File: config.mk
export PLATFORM = sky130hd
export DESIGN_NAME = rational_arith_reduce_top
export DESIGN_NICKNAME = d
export VERILOG_FILES = /design/src/rtl/rar_pkg.sv /design/src/rtl/rar_front.sv /design/src/rtl/rar_fifo.sv /design/src/rtl/rar_div.sv /design/src/rtl/rar_back.sv /design/src/rtl/rational_arith_reduce_top.sv
export SDC_FILE = /design/constraint.sdc
export NUM_CORES = 2
export LEC_CHECK = 0
export BUFFER_PORTS_ARGS = -buffer_cell sky130_fd_sc_hd__buf_2
export CAP_MARGIN = 20
export CORE_MARGIN = 2
export CORE_UTILIZATION = 40
export CTS_BUF_LIST = sky130_fd_sc_hd__clkbuf_4 sky130_fd_sc_hd__clkbuf_8 sky130_fd_sc_hd__clkbuf_16
export DETAILED_ROUTE_END_ITERATION = 10
export HOLD_SLACK_MARGIN = 0.05
export PLACE_DENSITY = 0.58
export REMOVE_ABC_BUFFERS = 1
export SLEW_MARGIN = 20
export SYNTH_ARGS = -nofsm -noshare
export SYNTH_HDL_FRONTEND = slang
export SYNTH_SLANG_ARGS = --single-unit
File: constraint.sdc
create_clock -name i_clk -period 11.3 [get_ports i_clk]
set_input_delay 0 -clock i_clk [delete_from_list [all_inputs] [get_ports i_clk]]
set_output_delay 0 -clock i_clk [all_outputs]
set_load 0.005 [all_outputs]
File: src/rtl/rar_pkg.sv
// Shared codes and control types for the rational arithmetic reduce block.
package rar_pkg;

    localparam logic [1:0] REQ_ADD = 2'd0;
    localparam logic [1:0] REQ_SUB = 2'd1;
    localparam logic [1:0] REQ_MUL = 2'd2;
    localparam logic [1:0] REQ_DIV = 2'd3;

    localparam logic [1:0] ST_OK       = 2'd0;
    localparam logic [1:0] ST_ZERO_DEN = 2'd1;
    localparam logic [1:0] ST_DIV_ZERO = 2'd2;

    // Per-item control decided by the front end: status and the sign of each product.
    typedef struct packed {
        logic [1:0] status;
        logic       neg_a;
        logic       neg_b;
        logic       neg_d;
    } t_ctrl;

    localparam int CTRL_BITS = $bits(t_ctrl);

endpackage

File: src/rtl/rar_front.sv
// Front end: classifies an item and picks the magnitude pairs for each cross product.
module rar_front #(
    parameter int OPERAND_WIDTH = 16
) (
    input  logic [1:0]               i_req_type,
    input  logic [OPERAND_WIDTH-1:0] i_a_num,
    input  logic [OPERAND_WIDTH-1:0] i_a_den,
    input  logic [OPERAND_WIDTH-1:0] i_b_num,
    input  logic [OPERAND_WIDTH-1:0] i_b_den,
    output rar_pkg::t_ctrl           o_ctrl,
    output logic [OPERAND_WIDTH-1:0] o_xa,
    output logic [OPERAND_WIDTH-1:0] o_ya,
    output logic [OPERAND_WIDTH-1:0] o_xb,
    output logic [OPERAND_WIDTH-1:0] o_yb,
    output logic [OPERAND_WIDTH-1:0] o_xd,
    output logic [OPERAND_WIDTH-1:0] o_yd
);
    import rar_pkg::*;

    localparam int W = OPERAND_WIDTH;

    logic         an_s, ad_s, bn_s, bd_s;
    logic [W-1:0] an_m, ad_m, bn_m, bd_m;

    assign an_s = i_a_num[W-1];
    assign ad_s = i_a_den[W-1];
    assign bn_s = i_b_num[W-1];
    assign bd_s = i_b_den[W-1];

    // The most negative code maps to its true magnitude in W unsigned bits.
    assign an_m = an_s ? (~i_a_num + 1'b1) : i_a_num;
    assign ad_m = ad_s ? (~i_a_den + 1'b1) : i_a_den;
    assign bn_m = bn_s ? (~i_b_num + 1'b1) : i_b_num;
    assign bd_m = bd_s ? (~i_b_den + 1'b1) : i_b_den;

    always_comb begin
        o_ctrl = '0;
        o_xa   = an_m;
        o_ya   = bd_m;
        o_xb   = '0;
        o_yb   = '0;
        o_xd   = ad_m;
        o_yd   = bd_m;
        o_ctrl.neg_a = an_s ^ bd_s;
        o_ctrl.neg_d = ad_s ^ bd_s;
        case (i_req_type)
            REQ_ADD, REQ_SUB: begin
                o_xb = bn_m;
                o_yb = ad_m;
                o_ctrl.neg_b = bn_s ^ ad_s ^ (i_req_type == REQ_SUB);
            end
            REQ_MUL: begin
                o_ya = bn_m;
                o_ctrl.neg_a = an_s ^ bn_s;
            end
            REQ_DIV: begin
                o_yd = bn_m;
                o_ctrl.neg_d = ad_s ^ bn_s;
            end
            default: begin
                o_xb = '0;
            end
        endcase
        if (ad_m == '0 || bd_m == '0) begin
            o_ctrl.status = ST_ZERO_DEN;
        end else if (i_req_type == REQ_DIV && bn_m == '0) begin
            o_ctrl.status = ST_DIV_ZERO;
        end else begin
            o_ctrl.status = ST_OK;
        end
    end

endmodule

File: src/rtl/rar_fifo.sv
// Two-entry queue between the front end and the back end.
module rar_fifo #(
    parameter int WIDTH = 8
) (
    input  logic             i_clk,
    input  logic             i_rst_n,
    input  logic             i_push,
    input  logic [WIDTH-1:0] i_data,
    output logic             o_full,
    input  logic             i_pop,
    output logic             o_valid,
    output logic [WIDTH-1:0] o_data
);
    logic [WIDTH-1:0] r_mem [2];
    logic             r_wp, r_rp;
    logic [1:0]       r_cnt;

    assign o_full  = (r_cnt == 2'd2);
    assign o_valid = (r_cnt != 2'd0);
    assign o_data  = r_mem[r_rp];

    always_ff @(posedge i_clk) begin
        if (!i_rst_n) begin
            r_wp  <= 1'b0;
            r_rp  <= 1'b0;
            r_cnt <= 2'd0;
        end else begin
            if (i_push) begin
                r_wp <= ~r_wp;
            end
            if (i_pop) begin
                r_rp <= ~r_rp;
            end
            if (i_push && !i_pop) begin
                r_cnt <= r_cnt + 2'd1;
            end else if (i_pop && !i_push) begin
                r_cnt <= r_cnt - 2'd1;
            end
        end
    end

    always_ff @(posedge i_clk) begin
        if (i_push) begin
            r_mem[r_wp] <= i_data;
        end
    end

endmodule

File: src/rtl/rar_div.sv
// Restoring divider, one quotient bit per cycle.
module rar_div #(
    parameter int NW = 32,
    parameter int DW = 31
) (
    input  logic          i_clk,
    input  logic          i_rst_n,
    input  logic          i_start,
    input  logic [NW-1:0] i_dividend,
    input  logic [DW-1:0] i_divisor,
    output logic          o_done,
    output logic [NW-1:0] o_quot,
    output logic [DW-1:0] o_rem
);
    localparam int CW = $clog2(NW + 1);

    logic          r_busy, r_done;
    logic [CW-1:0] r_cnt;
    logic [NW-1:0] r_q;
    logic [DW-1:0] r_r, r_d;
    logic [DW:0]   t, diff;
    logic          ge;

    assign t      = {r_r, r_q[NW-1]};
    assign ge     = (t >= {1'b0, r_d});
    assign diff   = t - {1'b0, r_d};
    assign o_done = r_done;
    assign o_quot = r_q;
    assign o_rem  = r_r;

    always_ff @(posedge i_clk) begin
        if (!i_rst_n) begin
            r_busy <= 1'b0;
            r_done <= 1'b0;
            r_cnt  <= '0;
        end else begin
            r_done <= 1'b0;
            if (i_start) begin
                r_busy <= 1'b1;
                r_cnt  <= CW'(NW);
            end else if (r_busy) begin
                r_cnt <= r_cnt - 1'b1;
                if (r_cnt == CW'(1)) begin
                    r_busy <= 1'b0;
                    r_done <= 1'b1;
                end
            end
        end
    end

    always_ff @(posedge i_clk) begin
        if (i_start) begin
            r_q <= i_dividend;
            r_r <= '0;
            r_d <= i_divisor;
        end else if (r_busy) begin
            r_q <= {r_q[NW-2:0], ge};
            r_r <= ge ? diff[DW-1:0] : t[DW-1:0];
        end
    end

endmodule

File: src/rtl/rar_back.sv
// Back end: cross products, binary gcd, reduction divides and the output register.
module rar_back #(
    parameter int OPERAND_WIDTH = 16
) (
    input  logic                       i_clk,
    input  logic                       i_rst_n,
    input  logic                       i_q_valid,
    input  rar_pkg::t_ctrl             i_ctrl,
    input  logic [OPERAND_WIDTH-1:0]   i_xa,
    input  logic [OPERAND_WIDTH-1:0]   i_ya,
    input  logic [OPERAND_WIDTH-1:0]   i_xb,
    input  logic [OPERAND_WIDTH-1:0]   i_yb,
    input  logic [OPERAND_WIDTH-1:0]   i_xd,
    input  logic [OPERAND_WIDTH-1:0]   i_yd,
    output logic                       o_pop,
    output logic                       o_out_valid,
    input  logic                       i_out_stall,
    output logic [1:0]                 o_status,
    output logic [2*OPERAND_WIDTH:0]   o_red_num,
    output logic [2*OPERAND_WIDTH-2:0] o_red_den,
    output logic [2*OPERAND_WIDTH:0]   o_whole_part,
    output logic [2*OPERAND_WIDTH-3:0] o_rem_mag
);
    import rar_pkg::*;

    localparam int W  = OPERAND_WIDTH;
    localparam int MW = 2 * W;
    localparam int DW = 2 * W - 1;
    localparam int KW = $clog2(2 * W);

    localparam logic [3:0] S_IDLE = 4'd0;
    localparam logic [3:0] S_MULA = 4'd1;
    localparam logic [3:0] S_MULB = 4'd2;
    localparam logic [3:0] S_MULD = 4'd3;
    localparam logic [3:0] S_SUM  = 4'd4;
    localparam logic [3:0] S_GCD  = 4'd5;
    localparam logic [3:0] S_DIV1 = 4'd6;
    localparam logic [3:0] S_DIV2 = 4'd7;
    localparam logic [3:0] S_DIV3 = 4'd8;

    logic [3:0]    r_state, n_state;
    logic          r_ov, n_ov;
    logic          r_div_run, n_div_run;
    t_ctrl         r_ctrl, n_ctrl;
    logic [W-1:0]  r_xa, r_ya, r_xb, r_yb, r_xd, r_yd;
    logic [MW-1:0] r_pa, n_pa, r_pb, n_pb, r_pd, n_pd;
    logic [MW-1:0] r_nmag, n_nmag, r_u, n_u, r_rn, n_rn;
    logic          r_nneg, n_nneg;
    logic [DW-1:0] r_dmag, n_dmag, r_v, n_v, r_g, n_g, r_rd, n_rd;
    logic [KW-1:0] r_k, n_k;
    logic [1:0]    r_status, n_status;
    logic [MW:0]   r_onum, n_onum, r_owhole, n_owhole;
    logic [DW-1:0] r_oden, n_oden;
    logic [MW-3:0] r_orem, n_orem;

    logic [W-1:0]  mul_x, mul_y;
    logic [MW-1:0] prod;
    logic [MW+1:0] ta, tb, s, s_abs;
    logic [MW-1:0] s_mag;
    logic          s_neg;

    logic          div_start, div_done;
    logic [MW-1:0] div_n, div_quot;
    logic [DW-1:0] div_d, div_rem;

    rar_div #(.NW(MW), .DW(DW)) u_div (
        .i_clk      (i_clk),
        .i_rst_n    (i_rst_n),
        .i_start    (div_start),
        .i_dividend (div_n),
        .i_divisor  (div_d),
        .o_done     (div_done),
        .o_quot     (div_quot),
        .o_rem      (div_rem)
    );

    // One shared multiplier, used for three products in states S_MULA, S_MULB and S_MULD.
    always_comb begin
        case (r_state)
            S_MULA: begin
                mul_x = r_xa;
                mul_y = r_ya;
            end
            S_MULB: begin
                mul_x = r_xb;
                mul_y = r_yb;
            end
            default: begin
                mul_x = r_xd;
                mul_y = r_yd;
            end
        endcase
    end
    assign prod = mul_x * mul_y;

    // Signed sum of the two numerator terms, then its magnitude.
    assign ta    = r_ctrl.neg_a ? ({(MW+2){1'b0}} - {2'b00, r_pa}) : {2'b00, r_pa};
    assign tb    = r_ctrl.neg_b ? ({(MW+2){1'b0}} - {2'b00, r_pb}) : {2'b00, r_pb};
    assign s     = ta + tb;
    assign s_neg = s[MW+1];
    assign s_abs = s_neg ? ({(MW+2){1'b0}} - s) : s;
    assign s_mag = s_abs[MW-1:0];

    always_comb begin
        case (r_state)
            S_DIV1: begin
                div_n = r_nmag;
                div_d = r_g;
            end
            S_DIV2: begin
                div_n = {1'b0, r_dmag};
                div_d = r_g;
            end
            default: begin
                div_n = r_rn;
                div_d = r_rd;
            end
        endcase
    end

    assign o_pop        = (r_state == S_IDLE) && i_q_valid && !r_ov;
    assign o_out_valid  = r_ov;
    assign o_status     = r_status;
    assign o_red_num    = r_onum;
    assign o_red_den    = r_oden;
    assign o_whole_part = r_owhole;
    assign o_rem_mag    = r_orem;

    always_comb begin
        n_state   = r_state;
        n_ov      = r_ov;
        n_div_run = r_div_run;
        n_ctrl    = r_ctrl;
        n_pa      = r_pa;
        n_pb      = r_pb;
        n_pd      = r_pd;
        n_nmag    = r_nmag;
        n_nneg    = r_nneg;
        n_dmag    = r_dmag;
        n_u       = r_u;
        n_v       = r_v;
        n_k       = r_k;
        n_g       = r_g;
        n_rn      = r_rn;
        n_rd      = r_rd;
        n_status  = r_status;
        n_onum    = r_onum;
        n_oden    = r_oden;
        n_owhole  = r_owhole;
        n_orem    = r_orem;
        div_start = 1'b0;

        if (r_ov && !i_out_stall) begin
            n_ov = 1'b0;
        end

        case (r_state)
            S_IDLE: begin
                if (o_pop) begin
                    n_ctrl = i_ctrl;
                    if (i_ctrl.status != ST_OK) begin
                        n_ov     = 1'b1;
                        n_status = i_ctrl.status;
                        n_onum   = '0;
                        n_oden   = '0;
                        n_owhole = '0;
                        n_orem   = '0;
                    end else begin
                        n_state = S_MULA;
                    end
                end
            end
            S_MULA: begin
                n_pa    = prod;
                n_state = S_MULB;
            end
            S_MULB: begin
                n_pb    = prod;
                n_state = S_MULD;
            end
            S_MULD: begin
                n_pd    = prod;
                n_state = S_SUM;
            end
            S_SUM: begin
                n_nmag  = s_mag;
                n_nneg  = (s_neg ^ r_ctrl.neg_d) && (s_mag != '0);
                n_dmag  = r_pd[DW-1:0];
                n_u     = s_mag;
                n_v     = r_pd[DW-1:0];
                n_k     = '0;
                n_state = S_GCD;
            end
            S_GCD: begin
                if (r_u == '0) begin
                    n_g     = r_v << r_k;
                    n_state = S_DIV1;
                end else if (!r_u[0] && !r_v[0]) begin
                    n_u = r_u >> 1;
                    n_v = r_v >> 1;
                    n_k = r_k + 1'b1;
                end else if (!r_u[0]) begin
                    n_u = r_u >> 1;
                end else if (!r_v[0]) begin
                    n_v = r_v >> 1;
                end else if (r_u >= {1'b0, r_v}) begin
                    n_u = r_u - {1'b0, r_v};
                end else begin
                    n_v = r_v - r_u[DW-1:0];
                end
            end
            S_DIV1, S_DIV2, S_DIV3: begin
                if (!r_div_run) begin
                    div_start = 1'b1;
                    n_div_run = 1'b1;
                end else if (div_done) begin
                    n_div_run = 1'b0;
                    if (r_state == S_DIV1) begin
                        n_rn    = div_quot;
                        n_state = S_DIV2;
                    end else if (r_state == S_DIV2) begin
                        n_rd    = div_quot[DW-1:0];
                        n_state = S_DIV3;
                    end else begin
                        n_ov     = 1'b1;
                        n_status = ST_OK;
                        n_onum   = r_nneg ? ({(MW+1){1'b0}} - {1'b0, r_rn})
                                          : {1'b0, r_rn};
                        n_oden   = r_rd;
                        n_owhole = r_nneg ? ({(MW+1){1'b0}} - {1'b0, div_quot})
                                          : {1'b0, div_quot};
                        n_orem   = div_rem[MW-3:0];
                        n_state  = S_IDLE;
                    end
                end
            end
            default: begin
                n_state = S_IDLE;
            end
        endcase
    end

    always_ff @(posedge i_clk) begin
        if (!i_rst_n) begin
            r_state   <= S_IDLE;
            r_ov      <= 1'b0;
            r_div_run <= 1'b0;
        end else begin
            r_state   <= n_state;
            r_ov      <= n_ov;
            r_div_run <= n_div_run;
        end
    end

    always_ff @(posedge i_clk) begin
        if (o_pop) begin
            r_xa <= i_xa;
            r_ya <= i_ya;
            r_xb <= i_xb;
            r_yb <= i_yb;
            r_xd <= i_xd;
            r_yd <= i_yd;
        end
        r_ctrl   <= n_ctrl;
        r_pa     <= n_pa;
        r_pb     <= n_pb;
        r_pd     <= n_pd;
        r_nmag   <= n_nmag;
        r_nneg   <= n_nneg;
        r_dmag   <= n_dmag;
        r_u      <= n_u;
        r_v      <= n_v;
        r_k      <= n_k;
        r_g      <= n_g;
        r_rn     <= n_rn;
        r_rd     <= n_rd;
        r_status <= n_status;
        r_onum   <= n_onum;
        r_oden   <= n_oden;
        r_owhole <= n_owhole;
        r_orem   <= n_orem;
    end

    a_err_zero: assert property (@(posedge i_clk) disable iff (!i_rst_n)
        (r_ov && r_status != ST_OK) |-> (r_onum == '0 && r_oden == '0 &&
                                         r_owhole == '0 && r_orem == '0))
        else $error("error result carries nonzero fields");

    a_den_pos: assert property (@(posedge i_clk) disable iff (!i_rst_n)
        (r_ov && r_status == ST_OK) |-> (r_oden != '0))
        else $error("valid result has zero denominator");

    a_gcd_exit: assert property (@(posedge i_clk) disable iff (!i_rst_n)
        ($past(r_state) == S_GCD && r_state != S_GCD) |-> ($past(r_u) == '0))
        else $error("gcd loop left before it converged");

endmodule

File: src/rtl/rational_arith_reduce_top.sv
// Top level of the rational arithmetic block with gcd reduction.
// Each transfer on the input channel carries two fractions and an operation (add, subtract,
// multiply, divide); one result transfer follows per item with the reduced fraction, its
// whole part truncated toward zero and the remainder magnitude. A zero denominator gives
// status ST_ZERO_DEN, and a divide by a zero fraction gives ST_DIV_ZERO, both with zeroed
// fields. The front end classifies items and sets up the product operands in the same cycle
// it takes them, then parks them in a two-entry queue, so up to two items can be taken while
// the back end is busy. The back end handles one item at a time: three products on its single
// shared multiplier, a sum step that fixes the sign, a binary gcd of shift and subtract steps,
// and three passes of a one-bit-per-cycle divider; error items skip these steps. The result
// sits in an output register until taken, and the back end starts the next item only after
// that.
module rational_arith_reduce_top #(
    parameter int OPERAND_WIDTH = 16
) (
    input  logic                       i_clk,
    input  logic                       i_rst_n,
    input  logic                       i_in_valid,
    output logic                       o_in_stall,
    input  logic [1:0]                 i_req_type,
    input  logic [OPERAND_WIDTH-1:0]   i_a_num,
    input  logic [OPERAND_WIDTH-1:0]   i_a_den,
    input  logic [OPERAND_WIDTH-1:0]   i_b_num,
    input  logic [OPERAND_WIDTH-1:0]   i_b_den,
    output logic                       o_out_valid,
    input  logic                       i_out_stall,
    output logic [1:0]                 o_status,
    output logic [2*OPERAND_WIDTH:0]   o_red_num,
    output logic [2*OPERAND_WIDTH-2:0] o_red_den,
    output logic [2*OPERAND_WIDTH:0]   o_whole_part,
    output logic [2*OPERAND_WIDTH-3:0] o_rem_mag
);
    import rar_pkg::*;

    localparam int W  = OPERAND_WIDTH;
    localparam int QW = CTRL_BITS + 6 * W;

    t_ctrl         f_ctrl, q_ctrl;
    logic [W-1:0]  f_xa, f_ya, f_xb, f_yb, f_xd, f_yd;
    logic [QW-1:0] q_in, q_out;
    logic          q_full, q_valid, q_pop, q_push;

    rar_front #(.OPERAND_WIDTH(W)) u_front (
        .i_req_type (i_req_type),
        .i_a_num    (i_a_num),
        .i_a_den    (i_a_den),
        .i_b_num    (i_b_num),
        .i_b_den    (i_b_den),
        .o_ctrl     (f_ctrl),
        .o_xa       (f_xa),
        .o_ya       (f_ya),
        .o_xb       (f_xb),
        .o_yb       (f_yb),
        .o_xd       (f_xd),
        .o_yd       (f_yd)
    );

    // An input transfer completes whenever the queue has room.
    assign o_in_stall = q_full;
    assign q_push     = i_in_valid && !q_full;
    assign q_in       = {f_ctrl, f_xa, f_ya, f_xb, f_yb, f_xd, f_yd};

    rar_fifo #(.WIDTH(QW)) u_fifo (
        .i_clk   (i_clk),
        .i_rst_n (i_rst_n),
        .i_push  (q_push),
        .i_data  (q_in),
        .o_full  (q_full),
        .i_pop   (q_pop),
        .o_valid (q_valid),
        .o_data  (q_out)
    );

    assign q_ctrl = t_ctrl'(q_out[6*W +: CTRL_BITS]);

    rar_back #(.OPERAND_WIDTH(W)) u_back (
        .i_clk        (i_clk),
        .i_rst_n      (i_rst_n),
        .i_q_valid    (q_valid),
        .i_ctrl       (q_ctrl),
        .i_xa         (q_out[5*W +: W]),
        .i_ya         (q_out[4*W +: W]),
        .i_xb         (q_out[3*W +: W]),
        .i_yb         (q_out[2*W +: W]),
        .i_xd         (q_out[1*W +: W]),
        .i_yd         (q_out[0 +: W]),
        .o_pop        (q_pop),
        .o_out_valid  (o_out_valid),
        .i_out_stall  (i_out_stall),
        .o_status     (o_status),
        .o_red_num    (o_red_num),
        .o_red_den    (o_red_den),
        .o_whole_part (o_whole_part),
        .o_rem_mag    (o_rem_mag)
    );

endmodule

-- Word-level counts from Yosys, hierarchy flattened
Memory sizes are Yosys's and may differ from the RTL's. A register that Yosys moved wholly into a read port is not among the register bits.
Cells that the tools add are included.
- register bits: 661
- RAM bits: 202
- input bits: 70
- output and inout port bits: 131
- logic and storage cells: 256
- memories: 1
- $add $sub $neg: 17
- $mul: 1
- magnitude comparators: 2
- eq/ne operators: 27
- shifts and indexed selects: 1
- mux-type cells: 105
- bitwise logic cells: 15
- reduce and logical (&&, ||, !) cells: 46
- memory list (name ; words ; bits a word ; rd ports ; clocked after Yosys merged registers in ; write ports ; RTL line ; RTL):
    u_fifo.r_mem ; 2 ; 101 ; 1 ; 1 ; 1 ; rar_fifo.sv:14 ; logic [WIDTH-1:0] r_mem [2];
- operators by type and width (kind ; number):
    2-to-1 mux 31 bit ; 13
    2-to-1 mux 33 bit ; 12
    2-to-1 mux 32 bit ; 8
    2-to-1 mux 30 bit ; 6
    case mux 33 bit (2 select lines) ; 2
    subtractor 1 x 32 -> 33 bit (first input constant) ; 4
    2-to-1 mux 16 bit ; 8
    case mux 32 bit (2 select lines) ; 2
    case mux 31 bit (2 select lines) ; 2
    2-to-1 mux 34 bit ; 2
    adder 16 x 1 -> 16 bit (second input constant) ; 4
    >= comparator 32 x 31 -> 1 bit ; 2
    NOT 16 bit ; 4
    case mux 16 bit (2 select lines) ; 2
    subtractor 31 bit ; 2
    case mux 30 bit (2 select lines) ; 1
    zero test 16 bit ; 3
    adder 34 bit ; 1
    zero test 32 bit ; 1
    multiplier 16 x 16 -> 32 bit ; 1
    nonzero test 32 bit ; 1
    subtractor 1 x 32 -> 32 bit (first input constant) ; 1
    subtractor 32 x 31 -> 32 bit ; 1
    << shifter 31 x 5 -> 31 bit ; 1
    other kinds (39) ; 130

-- Logic depth before layout (Yosys ltp)
- word-level depth: 8
- gate-level depth with buffers: 34

-- By module
From an unflattened synthesis, not the netlist that was laid out.
- cells, all modules: 5141
- area total of the unflattened synthesis: 54669.9 µm²
- by module, submodules not included (module ; instances ; cells each ; area each (µm²) ; sequential area each (µm²)):
    rar_back ; 1 ; 3884 ; 38944.9 ; 16605.9
    rar_fifo ; 1 ; 336 ; 7542.2 ; 6165.9
    rar_div ; 1 ; 580 ; 6004.5 ; 2672.6
    rar_front ; 1 ; 340 ; 2164.6 ; 0.0
    rational_arith_reduce_top ; 1 ; 1 ; 13.8 ; 0.0

-- Worst setup path after synthesis
Ideal clock, no wire load.
- path type: reg-to-reg
- start: register u_back.r_state[1]
- end: register u_back.r_pa[30] (data pin)
- setup time: 0.267 ns
- arrival: 8.531 ns
- required time: 11.033 ns
- setup slack: 2.502 ns
- stages on the path, launching flop included: 32
- path buffers: 4
- clock period less this slack: 8.798 ns
- cells stage by stage: dfxtp_1 clkbuf_1 nand2b_1 nor3_1 clkbuf_1 buf_1 a22oi_1 nand2_1 clkbuf_1 nand2_1 fa_1 inv_1 fa_1 fa_1 fa_1 fa_1 inv_1 fa_1 inv_1 ha_1 a21oi_1 o21bai_1 a21oi_1 nor2b_1 nor4_1 o211ai_1 a31oi_1 a21oi_1 and2_1 a311o_1 a21oi_1 xnor2_1
- longest elaborated chain between the ends: 3
- elaborated cells between the ends (all ways): 5
- ends and longest elaborated chain (element ; RTL line ; RTL):
    start, declared ; rar_back.sv:41 ; logic [3:0] r_state, n_state;
    start signal, assigned ; rar_back.sv:249 ; r_state <= n_state;
    == test 4 x 2 -> 1 bit or == test 4 x 1 -> 1 bit (tied branches) ; rar_back.sv:79 ; case (r_state)
    case mux 16 bit (2 select lines) ; rar_back.sv:79 ;
    multiplier 16 x 16 -> 32 bit (*) ; rar_back.sv:94 ; assign prod = mul_x * mul_y;
    via u_back.prod[30] ; rar_back.sv:57 ; logic [MW-1:0] prod;
    end signal, assigned ; rar_back.sv:265 ; r_pa <= n_pa;
    end, declared ; rar_back.sv:46 ; logic [MW-1:0] r_pa, n_pa, r_pb, n_pb, r_pd, n_pd;
The timed path passes the listed nets; every way through them passes the cells marked *.
A chain may end at the register's enable or synchronous reset.

-- Worst setup path in the final report
- start: register u_back.r_state[1]
- end: register u_back.r_pb[30] (data pin)
- longest elaborated chain between the ends: 3
- elaborated cells between the ends (all ways): 5
- ends and longest elaborated chain (element ; RTL line ; RTL):
    == test 4 x 2 -> 1 bit or == test 4 x 1 -> 1 bit (tied branches) ; rar_back.sv:79 ;
    case mux 16 bit (2 select lines) ; rar_back.sv:79 ;
    multiplier 16 x 16 -> 32 bit (*) ; rar_back.sv:94 ;
    via u_back.prod[30] ; rar_back.sv:57 ;
    end signal, assigned ; rar_back.sv:266 ; r_pb <= n_pb;
    end, declared ; rar_back.sv:46 ;
Marks and branches as above.

==> results_dict.tcl <==
set metrics [dict create \
    rsz0062_at_grt "no" \
    wl_um 154400 \
    fin_util_pct 45.56 \
    period_share_pct 75.78 \
    path_depth 32 \
    fmax_mhz 116.8 \
    timing.critical_path.buf_inv 7 \
    path_common_cell "fa_1" \
    worstSetupPathType "reg2reg" \
    yosysWarnings 0 \
    cts_max_path_buffers 3 \
    die_w_um 369.5 \
    max_slew_margin_pct 27.95 \
    root_buffer "clkbuf_16" \
    cts_tree "built" \
    crit_required_ns 11.75 \
    synth-main-ff-cell "edfxtp_1" \
    synth-adder-area-share_pct 13.13 \
    drive_gt1_share_pct 11.29 \
    r2r-start "u_back.r_state[1]$_SDFFE_PN0P_" \
    seqCellArea_sq_mm 0.02545 \
    grt_antenna_before_repair 1 \
    synth-compound-area-share_pct 11.36 \
    grt-ovfl-total 0 \
    wl_per_cell_um 21.88 \
    rows 134 \
    synth-simple-area-share_pct 13.32 \
    grt_pass1_wl_um 231400 \
    maxSlewViolCount 0 \
    hold_viol_final 0 \
    clock_latency_ns 0.74 \
    r2r_setup_slack_ns 2.74 \
    nFillCells 12450 \
    yosysSeqAreaShare_pct 47.61 \
    clock_skew_ns 0.05901 \
    area_growth_pct 13.48 \
    crit_family "adder cells" \
    synth_xor_area_share_pct 5.785 \
    ys_top_cells_by_area "edfxtp_1 (46%), fa_1 (7.4%), ha_1 (5.7%)" \
    cpMaxStageDelayCell "fa_1" \
    firstDrtPassIters 6 \
    tightest_slew_ns 1.078 \
    status "completed" \
    synth_edf_count 814 \
    ant_nets 0 \
    crit_path_max_fanout 32 \
    io_buffers 200 \
    vias 38190 \
    core_area_sq_mm 0.1331 \
    fin_worst_hold_slack_ns 0.1381 \
    hpwlAfterDp_um 117200 \
    nets 5721 \
    yosysMostFrequentCell "edfxtp_1" \
    routed_via_density 5.412 \
    clk_pin_slew_ns 0.06 \
    cp-startpoint "u_back.r_state[1]$_SDFFE_PN0P_" \
    netlist.top_cell.by_area "edfxtp_1" \
    max_stage_delay_ns 0.63 \
    io_pins 201 \
    dieArea_sq_mm 0.1366 \
    synthDistinctLibCells 84 \
    clock_sinks 864 \
    diodes 0 \
    grt_start_max_net_pins 69 \
    drc_errors 0 \
    arrival_ns 9.01 \
    async_flop_share_pct 0 \
    h-tree-depth 3 \
    cts_inserted_buffers 97 \
    place.gp.congestion 0.9500 \
    r2r_cells 32 \
    netlist.area_leader.share_pct 45.73 \
    cp-end-kind "flop" \
    gr-usage-all-layers_pct 22.27 \
    yosys-top-cells-count "edfxtp_1 (814), nand2_1 (574), nor2_1 (469)" \
    finalSetupViolCount 0 \
    worstReg2RegEnd "u_back.r_pb[30]$_DFFE_PN_" \
    syn_avg_cell_area_sq_um 10.73 \
    post_cts_buffers 0 \
    start_util_pct 40.15 \
    synthMuxAreaShare_pct 4.263 \
    min_path_type "in2reg" \
    multi_input_area_sq_mm 0.02569 \
    ys_ff_latch 864 \
    syn_inst 4981 \
    crit_path_end "u_back.r_pb[30]$_DFFE_PN_" \
    die_h_um 369.5 \
    grt_pass1_vias 37590 \
    period_needed_ns 8.564 \
    startpoint_type "flop" \
    synth_top_family_by_area "simple AND/OR/NAND/NOR gates" \
    drt_iter0_drc 3005 \
    syn_area_sq_mm 0.05345 \
    maxCapViolCount 0 \
]
[sequential cells by signal, summed over array words and instances, names as in the netlist, 30 cells and up, named ones only]
signal               cells
u_back.r_dmag           31
u_back.r_u              32
u_back.o_red_den        31
u_back.r_nmag           32
u_back.r_g              31
u_back.r_pd             31
u_back.r_rn             32
u_back.r_rd             31
u_back.r_v              31
u_back.r_pa             32
u_back.u_div.o_quot     32
u_back.r_pb             32
u_back.o_whole_part     33
u_fifo.r_mem           202
u_back.u_div.r_d        31
u_back.o_rem_mag        30
u_back.u_div.o_rem      31
u_back.o_red_num        33
[per-stage QoR]
step / std cells / instance area [sq um] / TNS (ns) / setup slack (ns)
6_report: 7057 / 60650 / 0 / 2.737
5_1_grt: 7057 / 60650 / 0 / 2.143
4_1_cts: 7057 / 60650 / 0 / 2.664
3_5_place_dp: 6776 / 56310 / 0 / 2.728
3_3_place_gp: 6776 / 56310 / 0 / 2.876
2_1_floorplan: 4756 / 52580 / -59.40 / -1.575
[worst min-delay path by stage]
stage,start,to,slack (ns),cells after the start
floorplan,i_a_den[0],u_fifo.r_mem[0][16]$_DFFE_PP_,0.1,0
global placement,i_a_num[0],u_fifo.r_mem[1][80]$_DFFE_PP_,0.24,1
detailed placement,i_a_num[0],u_fifo.r_mem[1][80]$_DFFE_PP_,0.25,1
CTS,i_a_num[0],u_fifo.r_mem[1][80]$_DFFE_PP_,0.06,2
global route,i_a_num[0],u_fifo.r_mem[0][80]$_DFFE_PP_,0.13,2
finish,i_a_num[0],u_fifo.r_mem[0][80]$_DFFE_PP_,0.14,2
[timing repair]
action	in CTS	in global routing
gates resized for setup	0	0
hold buffers	102	0
setup endpoints to repair	0	0
hold endpoints to repair	265	0
[worst register-to-register path: cells and delay by family, from the launching register on]
family	cells	cell delay (ns)
adder cells (fa/ha/maj)	7	3.47
AND/OR/NAND/NOR	9	1.78
AO/OA/AOI/OAI	8	1.48
buffers and inverters	7	0.91
flip-flops	1	0.53
XOR/XNOR	1	0.11
[final cells by class]
cell class,count,share of cell area [%]
clock buffer,119,4.314
clock inverter,60,1.166
multi-input combinational,3476,42.36
timing repair buffer,354,3.977
sequential,864,41.96
inverter,416,2.577
tap,1768,3.647
[metal layers]
metal / track usage (%) / share of wire (%) / vias to the layer above
li1: - / - / 18060
met1: 28.61 / 42 / 18770
met2: 38.35 / 49 / 1116
met3: 2.499 / 4.5 / 244
met4: 8.802 / 4.3 / 0
met5: 0 / 0 / -
[cells by family after synthesis]
logic type	count (synthesis)
AOI/OAI and AO/OA	924
xor gates and xnor gates	353
adders and majority gates	442
buffers and inverters	641
DFF	864
muxes	204
and+or+nand+nor	1553
[placed cells by master (no fill, tap or decap), types with 109 or more instances in the layout]
| master | netlist | final |
|---|---|---|
| a21oi_1 | 229 | 227 |
| and2_1 | 111 | 109 |
| buf_2 | 7 | 200 |
| edfxtp_1 | 814 | 814 |
| fa_1 | 198 | 198 |
| ha_1 | 244 | 244 |
| inv_1 | 412 | 411 |
| mux2_2 | 109 | 109 |
| nand2_1 | 574 | 572 |
| nor2_1 | 469 | 463 |
| o21ai_0 | 200 | 200 |
| xnor2_1 | 215 | 215 |
| xor2_1 | 138 | 138 |
Power is not shown: default switching activity piles up to over one toggle a cycle in this logic, so the estimate is an artifact.
